===== config.mk =====
export PLATFORM = sky130hd
export DESIGN_NAME = led_ripple_ring_shader_top
export DESIGN_NICKNAME = d
export VERILOG_FILES = /design/src/rtl/lrrs_pkg.sv /design/src/rtl/led_ripple_ring_shader_top.sv
export SDC_FILE = /design/constraint.sdc
export NUM_CORES = 2
export LEC_CHECK = 0
export ABC_AREA = 0
export BUFFER_PORTS_ARGS = -buffer_cell sky130_fd_sc_hd__clkbuf_2
export CAP_MARGIN = 20
export CORE_ASPECT_RATIO = 0.7
export CORE_MARGIN = 1.5
export CORE_UTILIZATION = 50
export DETAILED_ROUTE_END_ITERATION = 8
export PLACE_DENSITY = 0.75
export REMOVE_ABC_BUFFERS = 1
export SYNTH_ARGS = -nofsm -noshare
export SYNTH_HDL_FRONTEND = slang
export SYNTH_SLANG_ARGS = --single-unit

===== constraint.sdc =====
create_clock -name clk -period 10.1 [get_ports clk]
set_clock_uncertainty 0.1 [all_clocks]
set_input_delay 2.02 -clock clk [delete_from_list [all_inputs] [get_ports clk]]
set_output_delay 2.02 -clock clk [all_outputs]
set_load 0.03 [all_outputs]

===== src/rtl/lrrs_pkg.sv =====
`default_nettype none
package lrrs_pkg;

	// Fraction bits of positions and radii; ONE_VAL stands for 1.0.
	localparam int COORD_BITS = 10;
	localparam int ONE_VAL = 1 << COORD_BITS;

	localparam int DEF_MAX_RIPPLES = 16;

	// Configuration port.
	localparam int CFG_W = 10;
	localparam int CFG_IDX_W = 2;
	localparam int LIMIT_W = 5;
	localparam int INTENS_W = 8;

	localparam logic [CFG_IDX_W-1:0] REG_RADIUS_STEP = 2'd0;
	localparam logic [CFG_IDX_W-1:0] REG_BAND_WIDTH = 2'd1;
	localparam logic [CFG_IDX_W-1:0] REG_INTENSITY = 2'd2;
	localparam logic [CFG_IDX_W-1:0] REG_LIMIT = 2'd3;

	localparam logic [COORD_BITS-1:0] RST_RADIUS_STEP = 10'd5;
	localparam logic [COORD_BITS-1:0] RST_BAND_WIDTH = 10'd102;
	localparam logic [INTENS_W-1:0] RST_INTENSITY = 8'd179;
	localparam logic [LIMIT_W-1:0] RST_LIMIT = 5'd8;

	// Command codes.
	localparam logic [1:0] CMD_SHADE = 2'd0;
	localparam logic [1:0] CMD_SPAWN = 2'd1;
	localparam logic [1:0] CMD_TICK = 2'd2;

	typedef struct packed {
		logic [7:0] red;
		logic [7:0] green;
		logic [7:0] blue;
	} colour_t;

	typedef struct packed {
		logic [1:0] cmd;
		logic [COORD_BITS-1:0] pos_x;
		logic [COORD_BITS-1:0] pos_y;
		logic [7:0] spawn_red;
		logic [7:0] spawn_green;
		logic [7:0] spawn_blue;
	} item_t;

	typedef struct packed {
		logic [7:0] red;
		logic [7:0] green;
		logic [7:0] blue;
	} result_t;

	// One entry of the ripple table.
	typedef struct packed {
		logic [COORD_BITS-1:0] cx;
		logic [COORD_BITS-1:0] cy;
		logic [COORD_BITS-1:0] radius;
		colour_t colour;
	} ripple_t;

endpackage
`default_nettype wire


===== src/rtl/led_ripple_ring_shader_top.sv =====
`default_nettype none
// Ripple ring shader. The block keeps a table of up to MAX_RIPPLES expanding rings and
// takes one command at a time: an item is transferred at a rising edge where start is
// high and busy is low. A shade command returns one pixel colour on result, marked by
// done for exactly one cycle; the receiver cannot stall, so it must take the transfer
// in that cycle. Spawn and tick commands return nothing, and neither does command 3.
// Shade and tick walk the table one slot per cycle through a small shared datapath
// (table read, squares and weight, band test and channel products, accumulate), and
// busy stays high until the last slot has passed the accumulate step; done comes in
// the cycle busy falls. A spawn scans for the lowest free slot; when the table already
// holds the limit or is full, the spawn is dropped and busy stays low. The table itself is a
// memory with one read and one write port; the alive marks and the ripple count are
// flip-flops cleared by reset, so no clearing pass is needed. The user must write the
// configuration via wr_en, wr_idx and wr_data while busy is low; the block does not check.
module led_ripple_ring_shader_top #(
	parameter int MAX_RIPPLES = lrrs_pkg::DEF_MAX_RIPPLES
) (
	input  logic                          clk,
	input  logic                          arst_n,
	input  logic                          start,
	input  lrrs_pkg::item_t               item,
	output logic                          busy,
	output logic                          done,
	output lrrs_pkg::result_t             result,
	input  logic                          wr_en,
	input  logic [lrrs_pkg::CFG_IDX_W-1:0] wr_idx,
	input  logic [lrrs_pkg::CFG_W-1:0]     wr_data
);
	import lrrs_pkg::*;

	localparam int CB = COORD_BITS;
	localparam int IDX_W = (MAX_RIPPLES > 1) ? $clog2(MAX_RIPPLES) : 1;
	localparam int CNT_W = $clog2(MAX_RIPPLES + 1);
	localparam int CMP_W = (CNT_W > LIMIT_W) ? CNT_W : LIMIT_W;
	localparam int SQ_W = 2 * CB;
	localparam int WGT_W = INTENS_W + CB + 1;
	localparam int PROD_W = WGT_W + 8;
	localparam int SHIFT = 8 + CB;

	typedef enum logic [3:0] {
		ST_IDLE  = 4'b0001,
		ST_SHADE = 4'b0010,
		ST_TICK  = 4'b0100,
		ST_SPAWN = 4'b1000
	} state_t;

	// Control state.
	state_t state_q;
	logic [CNT_W-1:0] slot_q;
	logic [CNT_W-1:0] count_q;
	logic [MAX_RIPPLES-1:0] alive_q;
	logic done_q;

	// Configuration registers.
	logic [CB-1:0] step_q;
	logic [CB-1:0] band_q;
	logic [INTENS_W-1:0] intens_q;
	logic [LIMIT_W-1:0] limit_q;

	// The accepted command is held for the whole walk.
	item_t item_q;

	ripple_t ripple_mem_q [MAX_RIPPLES];

	// Stage 1: table entry read for one slot.
	logic v_s1;
	logic [IDX_W-1:0] slot_s1;
	logic alive_s1;
	ripple_t rd_s1;

	// Stage 2: squares and weight.
	logic v_s2;
	logic alive_s2;
	logic inner_s2;
	logic [SQ_W-1:0] dxsq_s2;
	logic [SQ_W-1:0] dysq_s2;
	logic [SQ_W-1:0] rsq_s2;
	logic [SQ_W-1:0] innersq_s2;
	logic [WGT_W-1:0] weight_s2;
	colour_t colour_s2;

	// Stage 3: band test and per-channel contributions.
	logic v_s3;
	logic hit_s3;
	colour_t contrib_s3;

	colour_t acc_q;
	result_t result_q;

	logic [IDX_W-1:0] slot_idx;
	logic issue;
	logic walking;
	logic drained;
	logic finish;
	logic spawn_full;
	logic spawn_here;
	logic [CB:0] new_r;
	logic tick_write;
	logic retire;
	logic mem_we;
	logic [IDX_W-1:0] mem_waddr;
	ripple_t mem_wdata;
	logic [CB-1:0] dx;
	logic [CB-1:0] dy;
	logic [CB-1:0] inner;
	logic [SQ_W:0] d2;
	logic hit;
	logic [PROD_W-1:0] prod_r;
	logic [PROD_W-1:0] prod_g;
	logic [PROD_W-1:0] prod_b;
	logic [8:0] sum_r;
	logic [8:0] sum_g;
	logic [8:0] sum_b;

	assign slot_idx = slot_q[IDX_W-1:0];
	assign walking = (state_q == ST_SHADE) || (state_q == ST_TICK);
	assign issue = walking && (slot_q != CNT_W'(MAX_RIPPLES));
	assign drained = !v_s1 && !v_s2 && !v_s3;
	assign finish = walking && !issue && drained;

	// A spawn is dropped when the count has reached the limit or the table is full.
	assign spawn_full = (CMP_W'(count_q) >= CMP_W'(limit_q)) ||
		(count_q >= CNT_W'(MAX_RIPPLES));
	assign spawn_here = (state_q == ST_SPAWN) && !alive_q[slot_idx];

	// Tick: grow the radius and retire the ring once it reaches 1.0.
	assign new_r = {1'b0, rd_s1.radius} + {1'b0, step_q};
	assign tick_write = (state_q == ST_TICK) && v_s1 && alive_s1 && !new_r[CB];
	assign retire = (state_q == ST_TICK) && v_s1 && alive_s1 && new_r[CB];

	always_comb begin
		mem_we = spawn_here || tick_write;
		mem_waddr = slot_s1;
		mem_wdata = rd_s1;
		mem_wdata.radius = new_r[CB-1:0];
		if (spawn_here) begin
			mem_waddr = slot_idx;
			mem_wdata.cx = item_q.pos_x;
			mem_wdata.cy = item_q.pos_y;
			mem_wdata.radius = '0;
			mem_wdata.colour.red = item_q.spawn_red;
			mem_wdata.colour.green = item_q.spawn_green;
			mem_wdata.colour.blue = item_q.spawn_blue;
		end
	end

	always_ff @(posedge clk) begin
		if (mem_we) begin
			ripple_mem_q[mem_waddr] <= mem_wdata;
		end
		rd_s1 <= ripple_mem_q[slot_idx];
	end

	always_ff @(posedge clk or negedge arst_n) begin
		if (!arst_n) begin
			state_q <= ST_IDLE;
			slot_q <= '0;
			count_q <= '0;
			alive_q <= '0;
			done_q <= 1'b0;
			v_s1 <= 1'b0;
			v_s2 <= 1'b0;
			v_s3 <= 1'b0;
			step_q <= RST_RADIUS_STEP;
			band_q <= RST_BAND_WIDTH;
			intens_q <= RST_INTENSITY;
			limit_q <= RST_LIMIT;
		end else begin
			done_q <= 1'b0;
			v_s1 <= issue;
			v_s2 <= v_s1;
			v_s3 <= v_s2;

			if (wr_en) begin
				case (wr_idx)
					REG_RADIUS_STEP: step_q <= wr_data[CB-1:0];
					REG_BAND_WIDTH:  band_q <= wr_data[CB-1:0];
					REG_INTENSITY:   intens_q <= wr_data[INTENS_W-1:0];
					REG_LIMIT:       limit_q <= wr_data[LIMIT_W-1:0];
					default: ;
				endcase
			end

			case (state_q)
				ST_IDLE: begin
					slot_q <= '0;
					if (start) begin
						case (item.cmd)
							CMD_SHADE: state_q <= ST_SHADE;
							CMD_TICK:  state_q <= ST_TICK;
							CMD_SPAWN: begin
								if (!spawn_full) begin
									state_q <= ST_SPAWN;
								end
							end
							default: ;
						endcase
					end
				end
				ST_SHADE, ST_TICK: begin
					if (issue) begin
						slot_q <= slot_q + CNT_W'(1);
					end else if (drained) begin
						state_q <= ST_IDLE;
						done_q <= (state_q == ST_SHADE);
					end
				end
				ST_SPAWN: begin
					// A free slot always exists here because the count is below the size.
					if (spawn_here) begin
						alive_q[slot_idx] <= 1'b1;
						count_q <= count_q + CNT_W'(1);
						state_q <= ST_IDLE;
					end else begin
						slot_q <= slot_q + CNT_W'(1);
					end
				end
				default: state_q <= ST_IDLE;
			endcase

			if (retire) begin
				alive_q[slot_s1] <= 1'b0;
				count_q <= count_q - CNT_W'(1);
			end
		end
	end

	// Stage 1 to 2: distances, squares and the brightness weight of the ring.
	always_comb begin
		dx = (item_q.pos_x >= rd_s1.cx) ? item_q.pos_x - rd_s1.cx : rd_s1.cx - item_q.pos_x;
		dy = (item_q.pos_y >= rd_s1.cy) ? item_q.pos_y - rd_s1.cy : rd_s1.cy - item_q.pos_y;
		inner = (rd_s1.radius > band_q) ? rd_s1.radius - band_q : '0;
	end

	// Stage 2 to 3: exact band test on squared distances and the channel products.
	assign d2 = {1'b0, dxsq_s2} + {1'b0, dysq_s2};
	assign hit = alive_s2 && (d2 < {1'b0, rsq_s2}) &&
		(!inner_s2 || (d2 > {1'b0, innersq_s2}));
	assign prod_r = PROD_W'(weight_s2) * PROD_W'(colour_s2.red);
	assign prod_g = PROD_W'(weight_s2) * PROD_W'(colour_s2.green);
	assign prod_b = PROD_W'(weight_s2) * PROD_W'(colour_s2.blue);

	// Stage 3: saturating accumulation.
	assign sum_r = {1'b0, acc_q.red} + {1'b0, contrib_s3.red};
	assign sum_g = {1'b0, acc_q.green} + {1'b0, contrib_s3.green};
	assign sum_b = {1'b0, acc_q.blue} + {1'b0, contrib_s3.blue};

	always_ff @(posedge clk) begin
		if (start && !busy) begin
			item_q <= item;
		end

		slot_s1 <= slot_idx;
		alive_s1 <= alive_q[slot_idx];

		alive_s2 <= alive_s1;
		inner_s2 <= (rd_s1.radius > band_q);
		dxsq_s2 <= SQ_W'(dx) * SQ_W'(dx);
		dysq_s2 <= SQ_W'(dy) * SQ_W'(dy);
		rsq_s2 <= SQ_W'(rd_s1.radius) * SQ_W'(rd_s1.radius);
		innersq_s2 <= SQ_W'(inner) * SQ_W'(inner);
		weight_s2 <= WGT_W'(intens_q) * (WGT_W'(ONE_VAL) - WGT_W'(rd_s1.radius));
		colour_s2 <= rd_s1.colour;

		hit_s3 <= hit;
		contrib_s3.red <= prod_r[SHIFT+7:SHIFT];
		contrib_s3.green <= prod_g[SHIFT+7:SHIFT];
		contrib_s3.blue <= prod_b[SHIFT+7:SHIFT];

		if (start && !busy) begin
			acc_q <= '0;
		end else if (v_s3 && hit_s3) begin
			acc_q.red <= sum_r[8] ? 8'hFF : sum_r[7:0];
			acc_q.green <= sum_g[8] ? 8'hFF : sum_g[7:0];
			acc_q.blue <= sum_b[8] ? 8'hFF : sum_b[7:0];
		end

		if (finish) begin
			result_q.red <= acc_q.red;
			result_q.green <= acc_q.green;
			result_q.blue <= acc_q.blue;
		end
	end

	assign busy = (state_q != ST_IDLE);
	assign done = done_q;
	assign result = result_q;

endmodule
`default_nettype wire


=== Word level (Yosys, flattened, before mapping) ===
Memories as Yosys holds them, arrays and structs flattened. A register that Yosys moved wholly into a read port is not among the register bits.
Index checks and enable logic that the tools add are counted.

* $add $sub $neg: 14
* $mul: 8
* Order comparisons: 11
* Equality and inequality tests: 19
* Muxes and demuxes: 35
* Bitwise logic cells: 3
* Reductions and logical operators: 41

{| class="wikitable"
|+ Operators by type and width
! operator !! number
|-
| multiplier 10 x 10 -> 20 bit || 4
|-
| multiplier 19 x 8 -> 26 bit || 3
|-
| two-way mux 54 bit || 1
|-
| subtractor 10 bit || 5
|-
| two-way mux 16 bit || 3
|-
| two-way mux 10 bit || 3
|-
| adder 8 x 8 -> 9 bit || 3
|-
| two-way mux 5 bit || 5
|-
| two-way mux 4 bit || 6
|-
| two-way mux 8 bit || 3
|-
| case mux 4 bit (3 select lines) || 2
|-
| adder 20 x 20 -> 21 bit || 1
|-
| > comparator 21 x 20 -> 1 bit || 1
|-
| < comparator 21 x 20 -> 1 bit || 1
|-
| >= comparator 10 bit || 2
|-
| multiplier 9 x 12 -> 19 bit || 1
|-
| bitwise AND 16 bit || 1
|-
| logical AND 1 bit || 16
|-
| inverter 16 bit || 1
|-
| bitwise OR 16 bit || 1
|-
| case mux 5 bit (3 select lines) || 1
|-
| inequality test 2 bit, second input constant || 6
|-
| subtractor 11 x 10 -> 12 bit, first input constant || 1
|-
| adder 10 x 10 -> 11 bit || 1
|-
| 28 further kinds || 59
|}

* Flip-flop bits (word level): 314
* Bits in writable memories: 864
* Output and inout port bits: 26
* Logic and storage cells: 171
* Memories kept: 1

{| class="wikitable"
|+ Memories
! name !! words !! bits a word !! read ports !! clocked after Yosys merged registers in !! wr ports !! RTL line !! source
|-
| ripple_mem_q || 16 || 54 || 1 || 1 || 1 || led_ripple_ring_shader_top.sv:63 || <nowiki>ripple_t ripple_mem_q [MAX_RIPPLES];</nowiki>
|}

=== Logic depth before layout (Yosys ltp) ===
* Depth after elaboration: 9
* Depth in mapped cells: 37

=== Worst setup path before layout ===
OpenSTA, ideal clock, no wires.

* Path type: register to register
* Start: reg rd_s1[24] (netlist name)
* End: reg innersq_s2[19]
* Library setup time: 120 ps
* Arrival: 7467 ps
* Required time: 9880 ps
* Path slack: 2413 ps
* Cell stages (with the launch flop): 34
* Buffers on the path: 3
* Period minus slack after synthesis: 7687 ps
* Cells stage by stage: dfxtp_1 clkbuf_1 clkbuf_1 inv_1 ha_1 inv_1 fa_1 a21o_1 a21oi_1 o21ai_0 a21oi_1 o21ai_0 o41ai_1 inv_1 clkbuf_1 and2_1 inv_1 nor2_1 fa_1 inv_1 fa_1 fa_1 inv_1 fa_1 fa_1 ha_1 a211oi_1 nand2_1 nor3_1 o41a_1 o21ai_0 a221o_1 a21oi_1 xnor2_1

* Cells in the longest elaborated chain, start to end: 3
* Elaborated cells between the ends (all ways): 4
* Classes of those cells: 1 x add/sub; 1 x mul; 1 x order compare; 1 x mux

{| class="wikitable"
|+ RTL lines
! item !! RTL line !! source
|-
| subtractor 10 bit / > comparator 10 bit (equally long branches) || led_ripple_ring_shader_top.sv:232 || <nowiki>inner = (rd_s1.radius > band_q) ? rd_s1.radius - band_q : '0;</nowiki>
|-
| two-way mux 10 bit * || led_ripple_ring_shader_top.sv:232 ||
|-
| multiplier 10 x 10 -> 20 bit * || led_ripple_ring_shader_top.sv:261 || <nowiki>innersq_s2 <= SQ_W'(inner) * SQ_W'(inner);</nowiki>
|-
| to (signal assigned) || led_ripple_ring_shader_top.sv:261 ||
|-
| to (decl) || led_ripple_ring_shader_top.sv:78 || <nowiki>logic [SQ_W-1:0] innersq_s2;</nowiki>
|}

Mark *: on every way between the ends. The rest lies on a longest branch, timed or not.
A chain may end at the register's enable or synchronous reset.

=== Worst setup path after layout ===
* Start: reg item_q[24] (netlist name)
* End: reg dysq_s2[18]

* Cells in the longest elaborated chain, start to end: 3
* Elaborated cells between the ends (all ways): 5
* Classes of those cells: 2 x add/sub; 1 x mul; 1 x order compare; 1 x mux

{| class="wikitable"
|+ RTL lines
! item !! RTL line !! source
|-
| from (decl) || led_ripple_ring_shader_top.sv:61 || <nowiki>item_t item_q;</nowiki>
|-
| from (signal assigned) || led_ripple_ring_shader_top.sv:250 || <nowiki>item_q <= item;</nowiki>
|-
| subtractor 10 bit / >= comparator 10 bit (equally long branches) || led_ripple_ring_shader_top.sv:231 || <nowiki>dy = (item_q.pos_y >= rd_s1.cy) ? item_q.pos_y - rd_s1.cy : rd_s1.cy - item_q.pos_y;</nowiki>
|-
| two-way mux 10 bit * || led_ripple_ring_shader_top.sv:231 ||
|-
| multiplier 10 x 10 -> 20 bit * || led_ripple_ring_shader_top.sv:259 || <nowiki>dysq_s2 <= SQ_W'(dy) * SQ_W'(dy);</nowiki>
|-
| to (signal assigned) || led_ripple_ring_shader_top.sv:259 ||
|-
| to (decl) || led_ripple_ring_shader_top.sv:76 || <nowiki>logic [SQ_W-1:0] dysq_s2;</nowiki>
|}

Marks and branches as above.

==> qor.csv <==
metric;value;unit
drv_cap;0;
ff2ff_path_depth;30;
yosys.area_share.simple;0.0774;
grt_max_degree;68;
yosysWarnings;0;
synth-seq-cells;1228;
coreArea;146000;sq um
grtUsageMet2;0.395;
min_to;v_s3$_DFF_PN0_;
fin_crit_sh;0.874;
critical_path.max_stage_delay;0.83;ns
dr.pass1.iters;7;
die_area;150000;sq um
areaGrowthSynthToFinish;9.68;%
grtUsageTotal;0.241;
synth_compound_area_frac;0.0476;
cts_tree;yes;
viasPerCell;5.72;
clk_latency;0.77;ns
routed_wl;176000;microns
synth_area;73600;sq um
start_util;0.505;
critPathMaxFanout;15;
holdBufCountCts;0;
muxShareOfSynthArea;0.0966;
drive_above_1_share;0.136;
timing.hold.ws;0.274;ns
worst_pin_slew;1.15;ns
clock-sinks;1228;
synthAdderAreaFrac;0.238;
path_class;reg -> reg;
synthArstFlopShare;0.0546;
multi_input_area;36000;sq um
hold_start;v_s2$_DFF_PN0_;
h-tree-depth;3;
dp_hpwl;116000;microns
synth_ff_type;edfxtp_1;
ant_nets;0;
whs_path_depth;0;
holdCritPathClass;reg -> reg;
cts_resized;0;
r2r_slack;1.27;ns
grt_first_pass_wirelength;273000;microns
grt_pass1_vias;46177;
synth_top_family_by_area;adder cells;
root_buffer;clkbuf_16;
clockBufferDepth;3;
synth-seq-area-share;0.465;
syn_avg_cell_area;13.2;sq um
grtUsageMet3;0.0480;
start_kind;flip-flop;
die_y;324;microns
grt.overflow.total;0;
top_usage_layer;met2;
ys_types;84;
port_buffers;87;
antenna_found_initial;9;
clk_pin_slew;0.07;ns
fin_crit;8.83;ns
wire_per_inst;22.8;microns
maxSlewViolCount;0;
numCtsBuffers;112;
cp_data_arrival_time;9.37;ns
end_kind;flip-flop;
clock.fmax;113;MHz
fin_nets;6801;
hold_viol;0;
synth_xor_area_frac;0.0252;
rows;117;
slew_headroom;0.224;
drc;0;
vias;44272;
fillerInstances;11564;
final_common_cell;edfxtp_1;
outcome;finished clean;
regArea;34300;sq um
rsz0062_at_grt;false;
synth_edf_count;932;
r2r-end;dysq_s2[18]$_DFF_P_;
gp_congestion;0.899;
ios;88;
post_cts_buffers;0;
final_cell_mix;edfxtp_1, inv_1, fa_1;
die_x;462;microns
timing.rr.start;item_q[24]$_DFFE_PP_;
drtIter0Drc;4258;
worstPathRequired;10.64;ns
cpMaxStageDelayCell;a2111oi_0;
synth_cells;5574;
setup_viol;0;
grtUsageMet1;0.327;
[layout make-up]
class	count	share of cell area
Antenna cell	2	0.0000620
Clock buffer	152	0.0391
Clock inverter	62	0.0107
Inverter	763	0.0355
Multi-Input combinational cell	3381	0.445
Sequential cell	1228	0.424
Tap cell	1963	0.0304
Timing Repair Buffer	183	0.0146
[cells by family (layout without fill, tap and decap cells)]
family,count (synthesis),after routing
compound gates,568,568
fa+ha+maj,1070,1070
buf+inv,965,1160
other cells,0,2
simple gates,1176,1176
xor+xnor,209,209
mux,358,358
flops,1228,1228
[how the worst max path moves through the flow]
| stage | from | endpoint | slack (ns) |
|---|---|---|---|
| 2_1_floorplan | slot_q[0]$_DFFE_PN0P_ | ripple_mem_q[12][0]$_DFFE_PP_ | -6.08 |
| 3_3_place_gp | item_q[24]$_DFFE_PP_ | dysq_s2[18]$_DFF_P_ | 1.94 |
| 3_5_place_dp | item_q[24]$_DFFE_PP_ | dysq_s2[18]$_DFF_P_ | 1.80 |
| 4_1_cts | item_q[24]$_DFFE_PP_ | dysq_s2[18]$_DFF_P_ | 1.46 |
| 5_1_grt | item_q[24]$_DFFE_PP_ | dysq_s2[18]$_DFF_P_ | 0.67 |
| 6_report | item_q[24]$_DFFE_PP_ | dysq_s2[18]$_DFF_P_ | 1.27 |
[registers in the layout, indices dropped and copies added (netlist names), 4 cells and up]
signal and flops:
ripple_mem_q 864, rd_s1 54, item_q 44, acc_q 24, colour_s2 24, contrib_s3 24
result 24, dxsq_s2 19, dysq_s2 19, innersq_s2 19, rsq_s2 19, weight_s2 19
alive_q 16, band_q 10, step_q 10, intens_q 8, count_q 5, limit_q 5
slot_q 5, slot_s1 4, state_q 4
[Yosys cell counts (144+ instances only)]
library cell	number	area, sq um
ha_1	515	6440
edfxtp_1	932	28000
inv_1	761	2860
a21oi_1	191	956
clkbuf_1	158	593
xnor2_1	144	1260
and2_1	275	1720
nand2_1	446	1670
dfxtp_1	229	4580
mux4_2	275	6190
fa_1	555	11100
nor2_1	213	800
[stage by stage]
stage	TNS [ns]	instance area [sq um]	utilization	setup WS (ns)	instances
CTS	0	80700	0.553	1.46	7725
global route	0	80800	0.554	0.668	7732
finish	0	80800	0.554	1.27	7734
global placement	0	76700	0.526	1.94	7511
floorplan	-8439.34	72900	-	-6.08	5372
detailed placement	0	76700	0.526	1.80	7511
[critical path: cells and delay by family (launching register included)]
kind / cells / cell delay, ns
adder cells (fa/ha/maj): 8 / 3.28
AO/OA/AOI/OAI: 10 / 2.78
AND/OR/NAND/NOR: 4 / 0.88
flip-flops: 1 / 0.43
XOR/XNOR: 2 / 0.57
buffers and inverters: 6 / 0.65
[layer usage]
metal  vias up  routed length [microns]  share of wire
li1      19429                        -              -
met1     22555                    71000           0.40
met2      1951                    83600           0.47
met3       333                    16300          0.093
met4         4                     5080          0.029
met5         -                       28        0.00016
Power is not shown: default switching activity piles up to over one toggle a cycle in this logic, so the estimate is an artifact.
